[src/rtl/u2u_pkg.sv]
// Shared types and constants for the UTF-8 to UCS-2 decoder.
`default_nettype none
package u2u_pkg;

	localparam int BYTE_W = 8;
	localparam int CP_W = 16;
	localparam int PART_W = 10;
	localparam int CONT_W = 6;

	localparam logic [BYTE_W-1:0] MASK_ASCII = 8'h80;
	localparam logic [BYTE_W-1:0] MASK_LEAD2 = 8'hE0;
	localparam logic [BYTE_W-1:0] CODE_LEAD2 = 8'hC0;
	localparam logic [BYTE_W-1:0] MASK_LEAD3 = 8'hF0;
	localparam logic [BYTE_W-1:0] CODE_LEAD3 = 8'hE0;
	localparam logic [BYTE_W-1:0] MASK_PAY2 = 8'h1F;
	localparam logic [BYTE_W-1:0] MASK_PAY3 = 8'h0F;
	localparam logic [BYTE_W-1:0] MASK_CONT = 8'h3F;

	localparam logic [1:0] PEND_NONE = 2'd0;
	localparam logic [1:0] PEND_ONE = 2'd1;
	localparam logic [1:0] PEND_TWO = 2'd2;
	localparam logic [1:0] PEND_SKIP = 2'd3;

	// One input byte as held in the input register.
	typedef struct packed {
		logic [BYTE_W-1:0] data_byte;
		logic              end_of_string;
	} in_item_t;

endpackage
`default_nettype wire

[src/rtl/u2u_in_stage.sv]
// Input register: captures a byte per cycle while s_tready.
`default_nettype none
module u2u_in_stage (
	input  wire               clk,
	input  wire               arst_n,
	input  wire               s_tvalid,
	output logic              s_tready,
	input  wire         [7:0] s_tdata,   // data_byte[7:0]
	input  wire               s_tlast,   // end_of_string
	output logic              valid_s1,
	output u2u_pkg::in_item_t item_s1,
	input  wire               take_s1
);
	import u2u_pkg::*;

	assign s_tready = !valid_s1 || take_s1;

	always_ff @(posedge clk or negedge arst_n) begin
		if (!arst_n) begin
			valid_s1 <= 1'b0;
		end else if (s_tready) begin
			valid_s1 <= s_tvalid;
		end
	end

	always_ff @(posedge clk) begin
		if (s_tready && s_tvalid) begin
			item_s1.data_byte <= s_tdata;
			item_s1.end_of_string <= s_tlast;
		end
	end

endmodule
`default_nettype wire

[src/rtl/u2u_decode.sv]
// Sequence state update and output register of the decoder.
`default_nettype none
module u2u_decode (
	input  wire               clk,
	input  wire               arst_n,
	input  wire               valid_s1,
	input  u2u_pkg::in_item_t item_s1,
	output logic              take_s1,
	output logic              m_tvalid,
	input  wire               m_tready,
	output logic       [15:0] m_tdata    // code_point[15:0]
);
	import u2u_pkg::*;

	logic [1:0]        pending_q, pending_d;
	logic              skipping_q, skipping_d;
	logic [PART_W-1:0] partial_q, partial_d;
	logic [CP_W-1:0]   acc;
	logic [CP_W-1:0]   cp_d;
	logic              emit;
	logic [BYTE_W-1:0] b;

	// Advance when the output register is free or drains this cycle.
	assign take_s1 = valid_s1 && (!m_tvalid || m_tready);
	assign b = item_s1.data_byte;
	assign acc = {partial_q, b[CONT_W-1:0] & MASK_CONT[CONT_W-1:0]};

	always_comb begin
		pending_d = pending_q;
		skipping_d = skipping_q;
		partial_d = partial_q;
		emit = 1'b0;
		cp_d = acc;
		if (pending_q != PEND_NONE) begin
			pending_d = pending_q - 2'd1;
			if (skipping_q) begin
				if (pending_q == PEND_ONE) begin
					skipping_d = 1'b0;
				end
			end else if (pending_q == PEND_ONE) begin
				emit = 1'b1;
				partial_d = '0;
			end else begin
				partial_d = acc[PART_W-1:0];
			end
		end else if ((b & MASK_ASCII) == '0) begin
			emit = 1'b1;
			cp_d = {{(CP_W-BYTE_W){1'b0}}, b};
		end else if ((b & MASK_LEAD2) == CODE_LEAD2) begin
			partial_d = {{(PART_W-BYTE_W){1'b0}}, b & MASK_PAY2};
			pending_d = PEND_ONE;
			skipping_d = 1'b0;
		end else if ((b & MASK_LEAD3) == CODE_LEAD3) begin
			partial_d = {{(PART_W-BYTE_W){1'b0}}, b & MASK_PAY3};
			pending_d = PEND_TWO;
			skipping_d = 1'b0;
		end else begin
			// Bad lead: drop it and the next three bytes.
			partial_d = '0;
			pending_d = PEND_SKIP;
			skipping_d = 1'b1;
		end
		if (item_s1.end_of_string) begin
			pending_d = PEND_NONE;
			skipping_d = 1'b0;
			partial_d = '0;
		end
	end

	always_ff @(posedge clk or negedge arst_n) begin
		if (!arst_n) begin
			pending_q <= PEND_NONE;
			skipping_q <= 1'b0;
			partial_q <= '0;
			m_tvalid <= 1'b0;
		end else begin
			if (take_s1) begin
				pending_q <= pending_d;
				skipping_q <= skipping_d;
				partial_q <= partial_d;
			end
			if (take_s1) begin
				m_tvalid <= emit;
			end else if (m_tready) begin
				m_tvalid <= 1'b0;
			end
		end
	end

	always_ff @(posedge clk) begin
		if (take_s1 && emit) begin
			m_tdata <= cp_d;
		end
	end

`ifndef SYNTHESIS
	a_skip_has_count: assert property (@(posedge clk) disable iff (!arst_n)
		skipping_q |-> pending_q != PEND_NONE)
		else $error("skip flag set with no bytes left to drop");

	a_partial_only_in_seq: assert property (@(posedge clk) disable iff (!arst_n)
		partial_q != '0 |-> (pending_q != PEND_NONE && !skipping_q))
		else $error("partial value held outside a sequence");

	a_eos_clears: assert property (@(posedge clk) disable iff (!arst_n)
		(take_s1 && item_s1.end_of_string) |=> (pending_q == PEND_NONE && !skipping_q))
		else $error("state not cleared after end of string");

	a_ascii_emits: assert property (@(posedge clk) disable iff (!arst_n)
		(take_s1 && pending_q == PEND_NONE && !item_s1.data_byte[7]) |=> m_tvalid)
		else $error("ASCII byte produced no code point");
`endif

endmodule
`default_nettype wire

[src/rtl/utf8_to_ucs2_decoder.sv]
// Top level of the UTF-8 to UCS-2 decoder.
`default_nettype none
// Decodes a UTF-8 byte stream into 16-bit code points, one byte per cycle
// sustained while m_tready does not stall the output. Each byte passes an
// input register and one decode step, and the code point that a byte
// completes is then held in the output register. ASCII bytes
// pass through, two- and three-byte sequences are assembled without
// checking continuation bits, and any other lead byte is dropped along
// with the next three bytes. tlast marks the end of a string and discards
// any unfinished sequence after that byte.
module utf8_to_ucs2_decoder (
	input  wire         clk,
	input  wire         arst_n,
	input  wire         s_tvalid,
	output logic        s_tready,
	input  wire   [7:0] s_tdata,   // data_byte[7:0]
	input  wire         s_tlast,   // end_of_string
	output logic        m_tvalid,
	input  wire         m_tready,
	output logic [15:0] m_tdata    // code_point[15:0]
);
	import u2u_pkg::*;

	logic     valid_s1;
	in_item_t item_s1;
	logic     take_s1;

	u2u_in_stage u_in (
		.clk      (clk),
		.arst_n   (arst_n),
		.s_tvalid (s_tvalid),
		.s_tready (s_tready),
		.s_tdata  (s_tdata),
		.s_tlast  (s_tlast),
		.valid_s1 (valid_s1),
		.item_s1  (item_s1),
		.take_s1  (take_s1)
	);

	u2u_decode u_dec (
		.clk      (clk),
		.arst_n   (arst_n),
		.valid_s1 (valid_s1),
		.item_s1  (item_s1),
		.take_s1  (take_s1),
		.m_tvalid (m_tvalid),
		.m_tready (m_tready),
		.m_tdata  (m_tdata)
	);

endmodule
`default_nettype wire
[config.mk]
export PLATFORM = sky130hd
export DESIGN_NAME = utf8_to_ucs2_decoder
export DESIGN_NICKNAME = d
export VERILOG_FILES = /design/src/rtl/u2u_pkg.sv /design/src/rtl/u2u_in_stage.sv /design/src/rtl/u2u_decode.sv /design/src/rtl/utf8_to_ucs2_decoder.sv
export SDC_FILE = /design/constraint.sdc
export NUM_CORES = 1
export LEC_CHECK = 0
export BUFFER_PORTS_ARGS = -buffer_cell sky130_fd_sc_hd__clkbuf_2
export CAP_MARGIN = 25
export CORE_ASPECT_RATIO = 1.5
export CORE_UTILIZATION = 55
export DETAILED_ROUTE_END_ITERATION = 8
export HOLD_SLACK_MARGIN = 0.15
export PLACE_DENSITY = 0.79
export SLEW_MARGIN = 20
export SYNTH_ARGS = -nofsm -noshare
export SYNTH_HDL_FRONTEND = slang
export SYNTH_SLANG_ARGS = --single-unit
[constraint.sdc]
create_clock -name clk -period 5.5 [get_ports clk]
set_input_delay 1.65 -clock clk [delete_from_list [all_inputs] [get_ports clk]]
set_output_delay 1.65 -clock clk [all_outputs]
set_load 0.01 [all_outputs]
==> out/metrics.yaml <==
layout:
  syn2layout_area_growth_pct: 18.5
  drive_gt1_share_pct: 32.0
  nets: 159
  fill_cells: 190
  stdcell_area_um2: 1930
  finalNonFillerCells: 184
  regArea_um2: 1130
  antenna_cells: 0
  multi_input_area_um2: 480
sta:
  skew_ns: 0.00702
  finalHoldViolations: 0
  worst_pin_slew_ns: 0.835
  tns_ns: 0
  maxSlewHeadroom_pct: 44.0
  period_minus_slack_ns: 3.72
  slew_violations: 0
  fmax_mhz: 269
  min_period_over_period_pct: 67.6
  rsz0062_at_grt: "no"
  setup_viol: 0
synth:
  synthTopCellsByArea: "edfxtp_1 (46%), dfrtp_1 (23%), nor2b_1 (3.5%)"
  synth_compound_area_share_pct: 11.1
  syn_avg_cell_area_um2: 14.3
  synthDistinctLibCells: 32
  synth-adder-area-share_pct: 0
  synth-xor-area-share_pct: 0
  yosys.area.top_type: "edfxtp_1"
  synth_simple_gate_area_share_pct: 16.3
  synthCells: 114
  synthesis.nets: 127
  synth-seq-cells: 40
  yosysWarnings: 0
  async_flop_share_pct: 37.5
  synth_top_family_by_area: "simple AND/OR/NAND/NOR gates"
  synthMuxAreaShare_pct: 1.38
  synth_edf_count: 25
  netlist_area_um2: 1630
  ys.flop_type: "edfxtp_1"
  synth_top_area_share_pct: 46.0
  ys_seq_area_share_pct: 69.1
floorplan:
  die_w_um: 46.5
  rows: 23
  die_h_um: 68.7
  ios: 31
  start_util_pct: 59.6
  coreArea_um2: 2730
  die_area_um2: 3190
clocking:
  path_clk_slew_ns: 0.07
  htreeDepth: 2
  hold_buffers: 0
  cts_sinks: 40
  cts-resized-gates: 0
  cts_setup_buffers: 0
  clkLatencyLatePin_ns: 0.30
  cts_made_buffers: 5
  cts_root_buf: "clkbuf_8"
  cts_buffer_depth: 2
  cts_tree: "yes"
placed_design:
  portBuffers: 30
  post-dp-hpwl_um: 1900
  gp_congestion: 0.914
  place_inst: 176
  dpl_cell_area_um2: 1800
routing:
  vias: 1021
  via_per_inst: 5.55
  firstDrtPassIters: 4
  drc: 0
  drtIter0Drc: 14
  ant_nets: 0
  wl_um: 2670
  wl_per_cell_um: 14.5
global_route:
  grt_pass1_vias: 971
  antenna_found_initial: 0
  grt_max_degree: 18
  grt_pass1_wl_um: 4400
  grt_usage_pct: 20.5
  grt-ovfl-total: 0
setup_path:
  rr_endpoint: "u_dec.partial_q[0]$_DFFE_PN0P_"
  reg2reg_depth: 4
  cp_data_arrival_time_ns: 2.07
  critical_path_class: "primary input to output pin"
  start_kind: "primary input"
  reg2reg_from: "u_dec.pending_q[1]$_DFFE_PN0P_"
  required_ns: 3.85
  r2r_setup_slack_ns: 3.37
  endpoint_kind: "output pin"
  critPathMaxFanout: 3
pwr:
  vdd_drop_max_uv: 277
  p_leak_nw: 0.825
  power_density_nw_per_um2: 412
hold_path:
  whs_path_depth: 0
  hold_end: "u_dec.m_tdata[0]$_DFFE_PP_"
  min-delay-start: "u_in.item_s1[1]$_DFFE_PP_"
  min_path_type: "flip-flop to flip-flop"
flow_run:
  maxCapViolations: 0
status:
  status: "finished clean"
## registers in the layout (all words and copies together), names as in the netlist
name / flops
u_in.valid_s1: 1
u_dec.pending_q: 2
u_dec.partial_q: 10
u_in.item_s1: 9
u_dec.skipping_q: 1
u_dec.m_tvalid: 1
u_dec.m_tdata: 16
## how the worst max path moves through the flow
| stage | start | to | slack [ns] |
|---|---|---|---|
| floorplan | m_tready | u_dec.m_tdata[0]$_DFFE_PP_ | 1.80 |
| global placement | m_tready | s_tready | 1.81 |
| detailed placement | m_tready | s_tready | 1.78 |
| CTS | m_tready | s_tready | 1.78 |
| global route | m_tready | s_tready | 1.72 |
| finish | m_tready | s_tready | 1.78 |
## placed cells by master, fill, tap and decap left out
cell type	Yosys	routed
edfxtp_1	25	25
clkinv_4	0	1
clkbuf_8	0	6
a41oi_1	1	1
nor4bb_1	1	1
clkbuf_2	0	30
nand3b_1	2	2
o21ba_2	1	1
nor4b_1	1	1
a21o_4	1	1
a22o_1	6	6
nor2_1	3	3
a211o_1	4	4
bufinv_16	0	1
nor3_4	0	1
mux2_2	2	2
or3_1	1	1
nand2_1	9	9
nor3_2	1	1
nor3b_1	4	4
a21oi_1	1	1
nand2b_1	2	2
nor2b_1	9	9
a21oi_2	1	1
and2_1	1	1
nor4_1	5	5
nor4_4	1	1
or2_4	1	1
a21o_1	1	1
o21ai_0	6	6
inv_1	2	2
o21bai_1	1	1
dfrtp_1	15	15
## metrics by stage
step                setup WS [ns]  hold WS (ns)  utilization (%)  total power [mW]
global route                 1.72         0.472             70.7             0.835
finish                       1.78         0.456             70.7             0.797
global placement             1.81         0.447             66.0             0.544
CTS                          1.78         0.461             70.4             0.798
floorplan                    1.80         0.427                -             0.506
detailed placement           1.78         0.443             66.0             0.551
## layout make-up
class	instances	share of cell area (%)
well taps	37	2.40
repair buffers	30	7.77
clock inverters	2	2.01
inverters	2	0.389
multi-input cells	67	24.9
flip-flops and latches	40	58.3
clock buffers	6	4.27
## Yosys cell counts, types with 2 or more instances
| library cell | instances |
|---|---|
| a211o_1 | 4 |
| a22o_1 | 6 |
| clkbuf_1 | 3 |
| dfrtp_1 | 15 |
| edfxtp_1 | 25 |
| inv_1 | 2 |
| mux2_2 | 2 |
| nand2_1 | 9 |
| nand2b_1 | 2 |
| nand3b_1 | 2 |
| nor2_1 | 3 |
| nor2b_1 | 9 |
| nor3b_1 | 4 |
| nor4_1 | 5 |
| o21ai_0 | 6 |
## power breakdown
part           switching (mW)  internal [mW]
clock                   0.103          0.148
sequential             0.0359          0.370
combinational          0.0825         0.0578
total                   0.221          0.576
## cell families (layout without fill, tap and decap cells)
family          count (synthesis)  count (layout)
compound gates                 23              23
simple gates                   42              42
mux                             2               2
flops                          40              40
buf+inv                         7              40
## routing by layer
metal | track usage [%] | share of wire [%] | vias to the layer above
met1 | 22.7 | 39 | 496
met3 | 6.51 | 3.3 | 6
li1 | - | - | 492
met2 | 33.5 | 55 | 27
met4 | 12.1 | 2.4 | 0
met5 | 0 | 0 | -
## worst max-delay path, stage by stage
cell	delay, ns
clkbuf_2	0.09
nand3b_1	0.18
clkbuf_2	0.15
Note: power is estimated with default switching activity, not from simulation.
